**src/sv/itoa_pkg.sv**
```systemverilog
// Shared types, constants and the digit character table for the integer to ASCII unit.
`default_nettype none

package itoa_pkg;

  // Field widths fixed by the transaction format.
  localparam int RADIX_W = 5;
  localparam int CHAR_W  = 7;
  localparam int DIGIT_W = 4;

  // Legal radix range.
  localparam logic [RADIX_W-1:0] RADIX_MIN = 5'd2;
  localparam logic [RADIX_W-1:0] RADIX_MAX = 5'd16;

  // Dividend bits retired by the divide unit in one cycle.
  localparam int DIV_STEP = 8;

  // Character emitted on a bad radix.
  localparam logic [CHAR_W-1:0] ERROR_CHAR = 7'h00;

  // Lower-case digit characters, indexed by digit value.
  localparam logic [CHAR_W-1:0] DIGIT_CHARS [16] = '{
    7'h30, 7'h31, 7'h32, 7'h33, 7'h34, 7'h35, 7'h36, 7'h37,
    7'h38, 7'h39, 7'h61, 7'h62, 7'h63, 7'h64, 7'h65, 7'h66
  };

  // Sequencer states.
  typedef enum logic [1:0] {
    ST_IDLE,
    ST_DIVIDE,
    ST_EMIT
  } state_t;

  // Map a digit value to its ASCII character.
  function automatic logic [CHAR_W-1:0] digit_to_char(input logic [DIGIT_W-1:0] d);
    return DIGIT_CHARS[d];
  endfunction

endpackage

`default_nettype wire

```
**src/sv/itoa_if.sv**
```systemverilog
// Valid/ready stream interfaces for the input and result channels of the integer to ASCII unit.
`default_nettype none

interface itoa_in_if import itoa_pkg::*; #(
  parameter int VALUE_BITS = 32
) ();
  logic                  valid;
  logic                  ready;
  logic [VALUE_BITS-1:0] value;
  logic [RADIX_W-1:0]    radix;

  modport source (output valid, output value, output radix, input ready);
  modport sink   (input valid, input value, input radix, output ready);
endinterface

interface itoa_out_if import itoa_pkg::*; ();
  logic              valid;
  logic              ready;
  logic [CHAR_W-1:0] digit_char;
  logic              last;
  logic              bad_radix;

  modport source (output valid, output digit_char, output last, output bad_radix,
                  input ready);
  modport sink   (input valid, input digit_char, input last, input bad_radix,
                  output ready);
endinterface

`default_nettype wire

```
**src/sv/radix_integer_to_ascii_unit.sv**
```systemverilog
// Top level of the unsigned integer to ASCII converter for radix 2 to 16.
`default_nettype none

// Converts an unsigned VALUE_BITS-wide value to lower-case ASCII digits in a radix from
// 2 to 16, most significant digit first, one result transaction per digit, with last set
// on the final digit. A zero value gives the single digit '0'. A radix outside 2..16
// gives one result with bad_radix and last set and digit_char zero. Digits come from a
// shared restoring divide unit that retires 8 dividend bits per cycle, and each digit
// takes one pass over the whole dividend; remainders are pushed on a digit stack and
// then popped to the result register at one per cycle while that register is empty or
// its result is taken. The input is not ready while an item is in progress; the last
// result may still wait in the output register while the next item is taken. The item
// interface must be instantiated with the same VALUE_BITS.
module radix_integer_to_ascii_unit import itoa_pkg::*; #(
  parameter int VALUE_BITS = 32
) (
  input  logic       clk,
  input  logic       rst,
  itoa_in_if.sink    item,
  itoa_out_if.source result
);

  localparam int DIV_BITS = ((VALUE_BITS + DIV_STEP - 1) / DIV_STEP) * DIV_STEP;
  localparam int CHUNKS   = DIV_BITS / DIV_STEP;
  localparam int CHUNK_W  = (CHUNKS > 1) ? $clog2(CHUNKS) : 1;
  localparam int CNT_W    = $clog2(VALUE_BITS + 1);

  // Sequencer and control registers.
  state_t             state, state_next;
  logic [CNT_W-1:0]   count, count_next;
  logic [CHUNK_W-1:0] chunk, chunk_next;
  logic               bad, bad_next;
  logic               out_valid, out_valid_next;

  // Datapath registers.
  logic [DIV_BITS-1:0] work, work_next;
  logic [RADIX_W-1:0]  radix_r, radix_r_next;
  logic [DIGIT_W-1:0]  rem, rem_next;
  logic                qnz, qnz_next;
  logic [DIGIT_W-1:0]  stack [VALUE_BITS];
  logic                push, pop;

  // Result register.
  logic [CHAR_W-1:0] out_char, out_char_next;
  logic              out_last, out_last_next;
  logic              out_bad, out_bad_next;

  // Divide unit outputs.
  logic [DIGIT_W:0]    div_rem;
  logic [DIV_STEP-1:0] div_q;

  logic item_fire, load_out, radix_bad;

  // The input is taken only between items.
  assign item.ready = (state == ST_IDLE);
  assign item_fire  = item.valid && item.ready;
  assign radix_bad  = (item.radix < RADIX_MIN) || (item.radix > RADIX_MAX);

  // Restoring divide of the next 8 dividend bits by the radix.
  always_comb begin
    div_rem = {1'b0, rem};
    div_q   = '0;
    for (int i = 0; i < DIV_STEP; i++) begin
      div_rem = {div_rem[DIGIT_W-1:0], work[DIV_BITS-1-i]};
      if (div_rem >= radix_r) begin
        div_rem             = div_rem - radix_r;
        div_q[DIV_STEP-1-i] = 1'b1;
      end
    end
  end

  // Next state, datapath control and result register loading.
  always_comb begin
    state_next     = state;
    count_next     = count;
    chunk_next     = chunk;
    bad_next       = bad;
    work_next      = work;
    radix_r_next   = radix_r;
    rem_next       = rem;
    qnz_next       = qnz;
    push           = 1'b0;
    pop            = 1'b0;
    load_out       = 1'b0;
    out_char_next  = out_char;
    out_last_next  = out_last;
    out_bad_next   = out_bad;

    case (state)
      ST_IDLE: begin
        if (item_fire) begin
          work_next    = DIV_BITS'(item.value);
          radix_r_next = item.radix;
          rem_next     = '0;
          qnz_next     = 1'b0;
          chunk_next   = '0;
          count_next   = '0;
          bad_next     = radix_bad;
          state_next   = radix_bad ? ST_EMIT : ST_DIVIDE;
        end
      end
      ST_DIVIDE: begin
        work_next = (work << DIV_STEP) | DIV_BITS'(div_q);
        qnz_next  = qnz || (div_q != '0);
        rem_next  = div_rem[DIGIT_W-1:0];
        if (chunk == CHUNK_W'(CHUNKS - 1)) begin
          // Digit done: push the remainder and go on while the quotient is nonzero.
          push       = 1'b1;
          count_next = count + CNT_W'(1);
          chunk_next = '0;
          rem_next   = '0;
          qnz_next   = 1'b0;
          if (!(qnz || (div_q != '0))) begin
            state_next = ST_EMIT;
          end
        end else begin
          chunk_next = chunk + CHUNK_W'(1);
        end
      end
      ST_EMIT: begin
        if (!out_valid || result.ready) begin
          load_out = 1'b1;
          if (bad) begin
            out_char_next = ERROR_CHAR;
            out_last_next = 1'b1;
            out_bad_next  = 1'b1;
            state_next    = ST_IDLE;
          end else begin
            pop           = 1'b1;
            out_char_next = digit_to_char(stack[0]);
            out_last_next = (count == CNT_W'(1));
            out_bad_next  = 1'b0;
            count_next    = count - CNT_W'(1);
            if (count == CNT_W'(1)) begin
              state_next = ST_IDLE;
            end
          end
        end
      end
      default: begin
        state_next = ST_IDLE;
      end
    endcase

    out_valid_next = load_out || (out_valid && !result.ready);
  end

  // Control registers.
  always_ff @(posedge clk) begin
    if (rst) begin
      state     <= ST_IDLE;
      count     <= '0;
      chunk     <= '0;
      bad       <= 1'b0;
      out_valid <= 1'b0;
    end else begin
      state     <= state_next;
      count     <= count_next;
      chunk     <= chunk_next;
      bad       <= bad_next;
      out_valid <= out_valid_next;
    end
  end

  // Datapath and result payload registers.
  always_ff @(posedge clk) begin
    work     <= work_next;
    radix_r  <= radix_r_next;
    rem      <= rem_next;
    qnz      <= qnz_next;
    out_char <= out_char_next;
    out_last <= out_last_next;
    out_bad  <= out_bad_next;
  end

  // Digit stack: a push shifts toward the bottom, a pop shifts toward the top.
  always_ff @(posedge clk) begin
    if (push) begin
      stack[0] <= div_rem[DIGIT_W-1:0];
      for (int i = 1; i < VALUE_BITS; i++) begin
        stack[i] <= stack[i-1];
      end
    end else if (pop) begin
      for (int i = 0; i < VALUE_BITS - 1; i++) begin
        stack[i] <= stack[i+1];
      end
    end
  end

  assign result.valid      = out_valid;
  assign result.digit_char = out_char;
  assign result.last       = out_last;
  assign result.bad_radix  = out_bad;

  // A bad radix result is always the single, final result with a zero character.
  a_bad_is_last: assert property (@(posedge clk) disable iff (rst)
    result.valid && result.bad_radix |-> result.last && (result.digit_char == ERROR_CHAR))
    else $error("bad radix result not a lone zero character");

  // The digit count never exceeds the stack depth.
  a_count_bound: assert property (@(posedge clk) disable iff (rst)
    count <= CNT_W'(VALUE_BITS))
    else $error("digit count beyond stack depth");

  // Emitting digits always has at least one digit on the stack.
  a_emit_nonempty: assert property (@(posedge clk) disable iff (rst)
    (state == ST_EMIT) && !bad |-> (count != '0))
    else $error("digit emission with empty stack");

  // The divide phase ends with at least one digit pushed.
  a_divide_done: assert property (@(posedge clk) disable iff (rst)
    (state == ST_DIVIDE) && (state_next == ST_EMIT) |=> (count != '0))
    else $error("divide finished without a digit");

endmodule

`default_nettype wire
```
**src/flat_wrapper.sv**
```systemverilog
// flat-port wrapper written by rule: the top's interface ports become plain ports
module radix_integer_to_ascii_unit_flat import itoa_pkg::*;
#(
  parameter int VALUE_BITS = 32
)
  (clk, rst, item_valid, item_value, item_radix, item_ready, result_valid, result_digit_char, result_last, result_bad_radix, result_ready);
  itoa_in_if #(.VALUE_BITS(VALUE_BITS)) item_i ();
  itoa_out_if result_i ();
  input  logic clk;
  input  logic rst;
  input wire logic [$bits(item_i.valid)-1:0] item_valid;
  input wire logic [$bits(item_i.value)-1:0] item_value;
  input wire logic [$bits(item_i.radix)-1:0] item_radix;
  output wire logic [$bits(item_i.ready)-1:0] item_ready;
  output wire logic [$bits(result_i.valid)-1:0] result_valid;
  output wire logic [$bits(result_i.digit_char)-1:0] result_digit_char;
  output wire logic [$bits(result_i.last)-1:0] result_last;
  output wire logic [$bits(result_i.bad_radix)-1:0] result_bad_radix;
  input wire logic [$bits(result_i.ready)-1:0] result_ready;
  assign item_i.valid = item_valid;
  assign item_i.value = item_value;
  assign item_i.radix = item_radix;
  assign item_ready = item_i.ready;
  assign result_valid = result_i.valid;
  assign result_digit_char = result_i.digit_char;
  assign result_last = result_i.last;
  assign result_bad_radix = result_i.bad_radix;
  assign result_i.ready = result_ready;
  radix_integer_to_ascii_unit #(.VALUE_BITS(VALUE_BITS)) u_core (.clk(clk), .rst(rst), .item(item_i), .result(result_i));
endmodule
```
**config.mk**
```make
export PLATFORM = sky130hd
export DESIGN_NAME = radix_integer_to_ascii_unit_flat
export DESIGN_NICKNAME = d
export VERILOG_FILES = /design/src/sv/itoa_pkg.sv /design/src/sv/itoa_if.sv /design/src/sv/radix_integer_to_ascii_unit.sv /design/src/flat_wrapper.sv
export SDC_FILE = /design/constraint.sdc
export NUM_CORES = 1
export LEC_CHECK = 0
export BUFFER_PORTS_ARGS = -buffer_cell sky130_fd_sc_hd__buf_2
export CORE_MARGIN = 2
export CORE_UTILIZATION = 56
export CTS_CLUSTER_SIZE = 28
export DETAILED_ROUTE_END_ITERATION = 6
export GPL_TIMING_DRIVEN = 0
export PLACE_DENSITY_LB_ADDON = 0.2
export SLEW_MARGIN = 20
export SYNTH_ARGS = -nofsm -noshare
export SYNTH_HDL_FRONTEND = slang
export SYNTH_SLANG_ARGS = --single-unit
```
**constraint.sdc**
```tcl
create_clock -name clk -period 10.4 [get_ports clk]
set_input_delay 0.52 -clock clk [delete_from_list [all_inputs] [get_ports clk]]
set_output_delay 0.52 -clock clk [all_outputs]
set_load 0.02 [all_outputs]
```
# Yosys cells after proc, flatten, opt, wreduce, memory -nomap -nowiden

Memory sizes are Yosys's and may differ from the RTL's. A register that Yosys moved wholly into a read port is not among the register bits.
Index checks and enable logic that the tools add are counted.

Bits in registers: 56
Memory bits (writable): 128
Bits in read-only memories: 112
Bits of input ports: 41
Output and inout bits: 11
Word-level logic and storage cells: 178
Memories: 2

Add/subtract/negate cells: 11
$lt $le $gt $ge: 10
Equal/unequal tests: 10
Muxes and demuxes: 84
Bitwise gates (word level): 33
Reductions and logical operators: 17

Memory list:

| name             | depth | width | rd ports | clocked after Yosys merged registers in | write ports | RTL line                          | text |
|---|---|---|---|---|---|---|---|
| u_core.stack     | 32    | 4     | 32       | 0                                       | 32          | radix_integer_to_ascii_unit.sv:40 | `logic [DIGIT_W-1:0] stack [VALUE_BITS];` |
| (name not given) | 16    | 7     | 1        | 1                                       | 0           | itoa_pkg.sv:36                    | `return DIGIT_CHARS[d];` |

Operator list:

| cell                | count |
|---|---|
| $mux 4              | 41 |
| $pmux 32 s2         | 1 |
| $ge 5x5->1          | 8 |
| $mux 32             | 1 |
| $or 32x8->32        | 1 |
| $sub 4x4->4         | 8 |
| $or 1x1->1          | 31 |
| $mux 6              | 4 |
| $mux 1              | 23 |
| $mux 2              | 9 |
| $pmux 6 s3          | 1 |
| $reduce_and 5->1    | 2 |
| $pmux 4 s2          | 1 |
| $reduce_bool 8->1   | 1 |
| $add 6x1->6 const B | 1 |
| $eq 6x1->1 const B  | 1 |
| $ne 2x2->1 const B  | 3 |
| $pmux 2 s3          | 1 |
| $reduce_and 2->1    | 3 |
| $sub 6x1->6 const B | 1 |
| $gt 5x5->1 const B  | 1 |
| $lt 5x2->1 const B  | 1 |
| $not 4->5           | 1 |
| $eq 2x2->1 const B  | 2 |
| 12 further kinds    | 18 |

# Longest topological paths before layout

Gate-level depths: netlist (run 1).

Depth after elaboration: 21
Gate-level depth with buffers: 54
Mapped depth without buffers: 51

# Worst setup path before layout (run 1)

OpenSTA, ideal clock, no wires.

Kind: reg2reg
From: register u_core.radix_r[1]
To: memory u_core.stack[0][3] (data pin)
Setup time: 0.266 ns
Arrival time: 10.538 ns
Required time: 10.134 ns
Slack: -0.404 ns
Stages on the path, launching flop included: 50
Path buffers: 3
Period minus slack after synthesis: 10.804 ns
Cells stage by stage: edfxtp_1 inv_1 ha_1 nand4_1 a21oi_1 a211o_4 mux2_4 ha_1 a21o_1 a31oi_1 o21ai_1 o21ai_0 inv_1 ha_1 a21o_1 a31oi_1 o21ai_1 clkbuf_1 (+14 left out) a21o_1 a31oi_1 o21ai_1 a211o_1 and2_1 ha_1 a21o_1 a31oi_1 o21ai_0 buf_2 mux2i_1 ha_1 nand2_1 o21ai_0 a31oi_1 nor3_1 a311oi_1 a21oi_1

RTL lines:

| what                     | RTL line                           | text |
|---|---|---|
| start: declaration       | radix_integer_to_ascii_unit.sv:37  | `logic [RADIX_W-1:0] radix_r, radix_r_next;` |
| start signal: assignment | radix_integer_to_ascii_unit.sv:168 | `radix_r <= radix_r_next;` |
| end: declaration         | radix_integer_to_ascii_unit.sv:40  |  |

==> reports/metrics.csv, run 1 <==
stage,metric,value,unit
critical_path,Crit Path Max Fanout,10,
global_routing,combined global-route utilization of all metal layers,0.2191,
critical_path,Critical Path Slowest Stage Cell,sky130_fd_sc_hd__edfxtp_1,
die,die area,18980,um2
place,dpl ws,-2088,ps
critical_path,CP Launch Point,u_core.radix_r[3]$_DFFE_PP_,
finish,layout cell share with drive strength beyond 1,0.4080,
run_status,status,completed,
logic_synthesis,Post-Syn Area per Cell,13.50,um2
routing,detail-routed net length per standard cell,18.96,um
place,number of cells in the design after placement,1023,
global_routing,routing usage on met3,0.05482,
global_routing,vias in the first global route,6453,
critical_path,highest cell delay on the worst timing path,380,ps
logic_synthesis,gate count of the mapped netlist,742,
job,max_cap viols,0,
finish,summed area of non-filler cells in the final layout,12100,um2
sta,measured slew at the worst slew-check pin,848.8,ps
critical_path,r2r setup slk,280,ps
sta,Tcrit/Tclk final,0.9727,
logic_synthesis,post-synthesis sequential area ratio,0.5604,
clock_tree,Inserted Clock Buffers,17,
sta,Max Transition Viols Final,0,
routing,count of TritonRoute iterations in the first routing pass,5,
global_routing,met2 track demand over resource,0.3720,
clock_tree,clock sinks,191,
global_routing,number of antenna violations at the first check in global routing,0,
global_routing,GR peak layer,met2,
finish,Filler cells,1170,
routing,routed wire length,20770,um
clock_tree,number of hold buffers added after cts,0,
place,final RePlAce weighted congestion,0.8500,
die,I/O pins,52,
critical_path,number of cells traversed by the worst register-to-register path,54,
clock_tree,CTS H-tree lvls,4,
critical_path,type of destination of the critical path,flip-flop,
die,initial core utilization,0.5753,
critical_path,data required time at the worst endpoint,10570,ps
die,number of core rows,48,
sta,worst slack on hold paths,289.6,ps
sta,Max Clk Rate,98.85,MHz
place,Placement Cell Area,10720,um2
min_path,class of the tightest hold or removal check,input port to flip-flop,
global_routing,residual overflow from global routing,0,
finish,number of nets in the finished design,956,
logic_synthesis,count of distinct cell types in the synthesized netlist,45,
logic_synthesis,total standard cell area after synthesis,10020,um2
clock_tree,later-pin clock latency in the skew report,430,ps
routing,drt initial violations,392,
finish,"most common cell after layout, fill and taps aside",sky130_fd_sc_hd__edfxtp_1,
critical_path,worst r2r src,u_core.radix_r[3]$_DFFE_PP_,
finish,"commonest cells after routing, fill and taps aside","sky130_fd_sc_hd__edfxtp_1 (179), sky130_fd_sc_hd__mux2_2 (153), sky130_fd_sc_hd__buf_2 (59)",
clock_tree,maximum buffer depth of the clock tree,2,
die,height of the die,137.8,um
routing,post-detailed-route count of antenna-violating nets,0,
sta,slew margin rel.,0.4341,
critical_path,Worst Setup Start Kind,flip-flop,
logic_synthesis,number of enable flip-flop cells after synthesis,179,
global_routing,wire length of the first global-routing pass,31730,um
finish,Syn-to-layout area delta,20.74,%
critical_path,Crit path arrival time,10290,ps
sta,worst clock skew,13.08,ps
critical_path,Setup crit end,u_core.stack[0][3]$_DFFE_PP_,
die,DIE WIDTH,137.8,um
finish,non-filler instance count after layout,1095,
routing,DRC violation count after routing,0,
sta,final number of hold-violating endpoints,0,
logic_synthesis,ys flop type,sky130_fd_sc_hd__edfxtp_1,
place,HPWL after DPL,13920,um
logic_synthesis,Post-Syn Nets,841,
clock_tree,clock transition at the register clock pins on the worst setup and hold paths after CTS,70,ps
clock_tree,Clock Tree Root,sky130_fd_sc_hd__clkbuf_16,
global_routing,maximum number of pins on one net before global-route repair,38,
logic_synthesis,top cells by area in the synthesized netlist,"sky130_fd_sc_hd__edfxtp_1 (54%), sky130_fd_sc_hd__mux2_2 (17%), sky130_fd_sc_hd__ha_1 (6.2%), sky130_fd_sc_hd__dfxtp_1 (2.4%), sky130_fd_sc_hd__a21oi_1 (1.8%)",
sta,count of endpoints failing setup in the final report,0,
logic_synthesis,area fraction of the dominant cell type after synthesis,0.5365,
routing,routed vias/inst,5.774,
logic_synthesis,flip-flop and latch count after synthesis,191,
global_routing,met1 global-route usage,0.2721,
sta,Setup WS post-layout,283.9,ps
logic_synthesis,"FFs w/ async S/R, synth",0,
critical_path,endpoint of the lowest-slack register-to-register path,u_core.stack[0][3]$_DFFE_PP_,
finish,number of diodes,0,
critical_path,most frequent CP cell,sky130_fd_sc_hd__a21o_1,
die,Placeable Area,17420,um2
logic_synthesis,cell accounting for the most synthesized area,sky130_fd_sc_hd__edfxtp_1,
place,number of buffers added on ports,51,
logic_synthesis,warning count from the yosys run,0,
clock_tree,clock tree from TritonCTS,done,
routing,routed vias,6322,
critical_path,type of the worst setup path,flip-flop to flip-flop,
sta,Final Critical Period,10120,ps
[what timing repair did]
action,in CTS,in global routing
setup endpoints to repair,13,12
resized for setup,43,37
buffers inserted,16,24
hold endpoints to repair,0,0
pin swaps,10,24
[metrics by stage]
step	TNS, ps	util
floorplan	0	-
global placement	-318310	0.6070
detailed placement	-21310	0.6156
CTS	0	0.6705
global route	-780.0	0.6946
finish	0	0.6946
[routing by layer]
| layer | vias up | share of wire | wire [um] |
|---|---|---|---|
| li1 | 3023 | - | - |
| met1 | 3113 | 0.43 | 8848 |
| met2 | 136 | 0.50 | 10370 |
| met3 | 50 | 0.042 | 865 |
| met4 | 0 | 0.033 | 682 |
| met5 | - | 0 | 0 |
[sequential cells by signal, indices dropped and copies added (netlist names)]
signal,count
u_core.result.digit_char,7
u_core.chunk,2
u_core.bad,1
u_core.stack,128
u_core.work,32
u_core.count,6
u_core.radix_r,5
u_core.result.last,1
u_core.rem,4
u_core.state,2
u_core.result.bad_radix,1
u_core.result.valid,1
u_core.qnz,1
[final cells by class]
class                   count  area [um2]  share of cell area
plain buffers              30       152.6             0.01262
clock buffers              17       425.4             0.03516
clock inverters            15       197.7             0.01634
inverters                  44       178.9             0.01479
multi-input cells         477        4546              0.3757
flip-flops and latches    191        5615              0.4642
well taps                 225       281.5             0.02327
repair buffers             96       700.7             0.05792
[worst min-delay path by stage]
stage,from,end,slack (ps),cells after the start
floorplan,u_core.bad$_SDFFE_PP0P_,u_core.result.bad_radix$_DFFE_PP_,410,0
global placement,u_core.bad$_SDFFE_PP0P_,u_core.result.bad_radix$_DFFE_PP_,430,0
detailed placement,u_core.stack[1][59]$_DFFE_PP_,u_core.stack[1][63]$_DFFE_PP_,440,0
CTS,item_radix[3],u_core.radix_r[3]$_DFFE_PP_,270,1
global route,item_radix[3],u_core.radix_r[3]$_DFFE_PP_,260,1
finish,item_radix[0],u_core.radix_r[0]$_DFFE_PP_,290,1
[worst max-delay path, delay by kind of cell (launching register included)]
family / cells / cell delay, ps
muxes: 2 / 630
adders and majority gates: 8 / 2170
buffers and inverters: 8 / 1200
AOI/OAI and AO/OA: 28 / 4600
and+or+nand+nor: 8 / 850
DFF: 1 / 380
[cell usage after synthesis, drive strengths merged (3+ instances only)]
cell type / number
edfxtp: 179
mux2: 156
ha: 50
inv: 44
nor2: 41
a21oi: 37
nand2: 31
clkbuf: 21
o21ai: 20
a21o: 15
xnor2: 14
a31oi: 13
nand2b: 13
dfxtp: 12
mux2i: 11
buf: 9
nor3: 9
fa: 8
nand3: 7
nor2b: 5
a22oi: 4
a311oi: 4
a31o: 4
o21a: 4
a211oi: 3
a221oi: 3
nor3b: 3
o31ai: 3
xor2: 3
[kinds of logic after synthesis]
group / share of synthesized area
xor gates and xnor gates: 0.01486
AOI/OAI and AO/OA: 0.07355
DFF: 0.5604
muxes: 0.1871
buffers and inverters: 0.02885
adders and majority gates: 0.07842
and+or+nand+nor: 0.05682
Power of run 1 is not shown: default switching activity piles up to over one toggle a cycle in this logic, so the estimate is an artifact.
==> run 2: changes to the inputs <==
PLACE_DENSITY = 0.79   (was not set)
PLACE_DENSITY_LB_ADDON = not set   (was 0.2)
==> reports/metrics.csv, run 2 (synthesis results as in run 1) <==
stage,metric,value,unit
sta,worst slack on hold paths,278.1,ps
critical_path,Worst Setup Start Kind,flip-flop,
die,I/O pins,52,
clock_tree,Clock Tree Root,sky130_fd_sc_hd__clkbuf_16,
global_routing,maximum number of pins on one net before global-route repair,38,
sta,slew margin rel.,0.4306,
critical_path,highest cell delay on the worst timing path,450,ps
critical_path,kind of cell with the highest combined delay on the critical path,compound AO/OA/AOI/OAI gates,
clock_tree,clock sinks,191,
sta,Tcrit/Tclk final,0.9847,
finish,number of diodes,0,
routing,count of TritonRoute iterations in the first routing pass,5,
finish,summed area of non-filler cells in the final layout,12020,um2
run_status,status,completed,
global_routing,vias in the first global route,6341,
finish,Reg with most FFs,u_core.stack,
die,DIE WIDTH,137.8,um
critical_path,Critical Path Slowest Stage Cell,sky130_fd_sc_hd__a311oi_1,
global_routing,combined global-route utilization of all metal layers,0.2173,
global_routing,met2 track demand over resource,0.3665,
global_routing,wire length of the first global-routing pass,31370,um
sta,Max Transition Viols Final,0,
sta,worst clock skew,10.79,ps
place,number of buffers added on ports,51,
sta,Max Clk Rate,97.65,MHz
critical_path,type of the worst setup path,flip-flop to flip-flop,
finish,Syn-to-layout area delta,19.93,%
routing,routed vias,6462,
finish,Filler cells,1170,
finish,"most common cell after layout, fill and taps aside",sky130_fd_sc_hd__edfxtp_1,
global_routing,routing usage on met3,0.04893,
critical_path,type of destination of the critical path,flip-flop,
place,final RePlAce weighted congestion,0.8578,
finish,"commonest cells after routing, fill and taps aside","sky130_fd_sc_hd__edfxtp_1 (179), sky130_fd_sc_hd__mux2_2 (153), sky130_fd_sc_hd__buf_2 (59)",
clock_tree,CTS H-tree lvls,4,
die,initial core utilization,0.5753,
critical_path,Crit path arrival time,10570,ps
routing,DRC violation count after routing,0,
clock_tree,maximum buffer depth of the clock tree,2,
place,HPWL after DPL,13780,um
min_path,class of the tightest hold or removal check,input port to flip-flop,
finish,flip-flop count of the largest register after layout,128,
clock_tree,clock transition at the register clock pins on the worst setup and hold paths after CTS,70,ps
die,die area,18980,um2
critical_path,most frequent CP cell,sky130_fd_sc_hd__a21o_1,
finish,final standard cell utilization of the core,0.6899,
critical_path,CP Buf/Inv Count,7,
die,Placeable Area,17420,um2
routing,drt initial violations,414,
clock_tree,later-pin clock latency in the skew report,440,ps
clock_tree,Inserted Clock Buffers,17,
die,number of core rows,48,
critical_path,data required time at the worst endpoint,10730,ps
routing,routed wire length,20940,um
routing,post-detailed-route count of antenna-violating nets,0,
global_routing,met1 global-route usage,0.2679,
sta,final number of hold-violating endpoints,0,
routing,detail-routed net length per standard cell,19.18,um
job,max_cap viols,0,
clock_tree,clock tree from TritonCTS,done,
routing,routed vias/inst,5.918,
die,height of the die,137.8,um
critical_path,Crit Path Max Fanout,8,
sta,Final Critical Period,10240,ps
finish,layout cell share with drive strength beyond 1,0.4095,
global_routing,residual overflow from global routing,0,
finish,number of nets in the finished design,953,
global_routing,GR peak layer,met2,
sta,count of endpoints failing setup in the final report,0,
sta,measured slew at the worst slew-check pin,854.2,ps
global_routing,number of antenna violations at the first check in global routing,0,
place,Placement Cell Area,10720,um2
[run 2: final timing paths]
check / endpoint / slack (ps) / from / cells past startpoint
hold reg to reg: u_core.result.bad_radix$_DFFE_PP_ / 450 / u_core.bad$_SDFFE_PP0P_ / 0
setup / recovery: u_core.state[1]$_SDFFE_PP0P_ / 160 / u_core.radix_r[3]$_DFFE_PP_ / 51
setup reg to reg: u_core.state[1]$_SDFFE_PP0P_ / 160 / u_core.radix_r[3]$_DFFE_PP_ / 51
hold / removal: u_core.radix_r[0]$_DFFE_PP_ / 280 / item_radix[0] / 1
[run 2: worst reg2reg max path, delay by kind of cell, from the launching register on]
family / cells / cell delay, ps
compound gates: 28 / 5120
fa+ha+maj: 8 / 2230
buf+inv: 7 / 980
flops: 1 / 390
mux: 1 / 340
simple gates: 7 / 1090
[run 2: metal layers]
metal | vias to the layer above | routed length, um | part of all wire
li1 | 3005 | - | -
met1 | 3234 | 8753 | 0.42
met2 | 166 | 10590 | 0.51
met3 | 57 | 887 | 0.042
met4 | 0 | 708 | 0.034
met5 | - | 0 | 0
[run 2: through the flow]
step,cells,worst slack [ps],setup TNS (ps)
after floorplan,742,58.07,0
after CTS,1068,9.543,0
after detailed placement,1023,-2076,-21560
final,1092,159.0,0
after global placement,1018,-2479,-324500
after global routing,1092,-295.1,-2599
[run 2: what timing repair did]
item                       4_1_cts  5_1_grt
hold buffers                     0        0
buffers inserted                13       22
setup endpoints to repair       13       12
gates cloned                     0        2
pin swaps                        6       24
resized for setup               36       45
[run 2: area by class of cell]
| class | count | area (um2) | area share |
|---|---|---|---|
| Buffer | 30 | 152.6 | 0.01270 |
| Clock buffer | 18 | 429.2 | 0.03571 |
| Clock inverter | 14 | 126.4 | 0.01052 |
| Inverter | 44 | 178.9 | 0.01489 |
| Multi-Input combinational cell | 477 | 4532 | 0.3771 |
| Sequential cell | 191 | 5615 | 0.4673 |
| Tap cell | 225 | 281.5 | 0.02343 |
| Timing Repair Buffer | 93 | 700.7 | 0.05831 |
Power of run 2 is left out for the same reason.
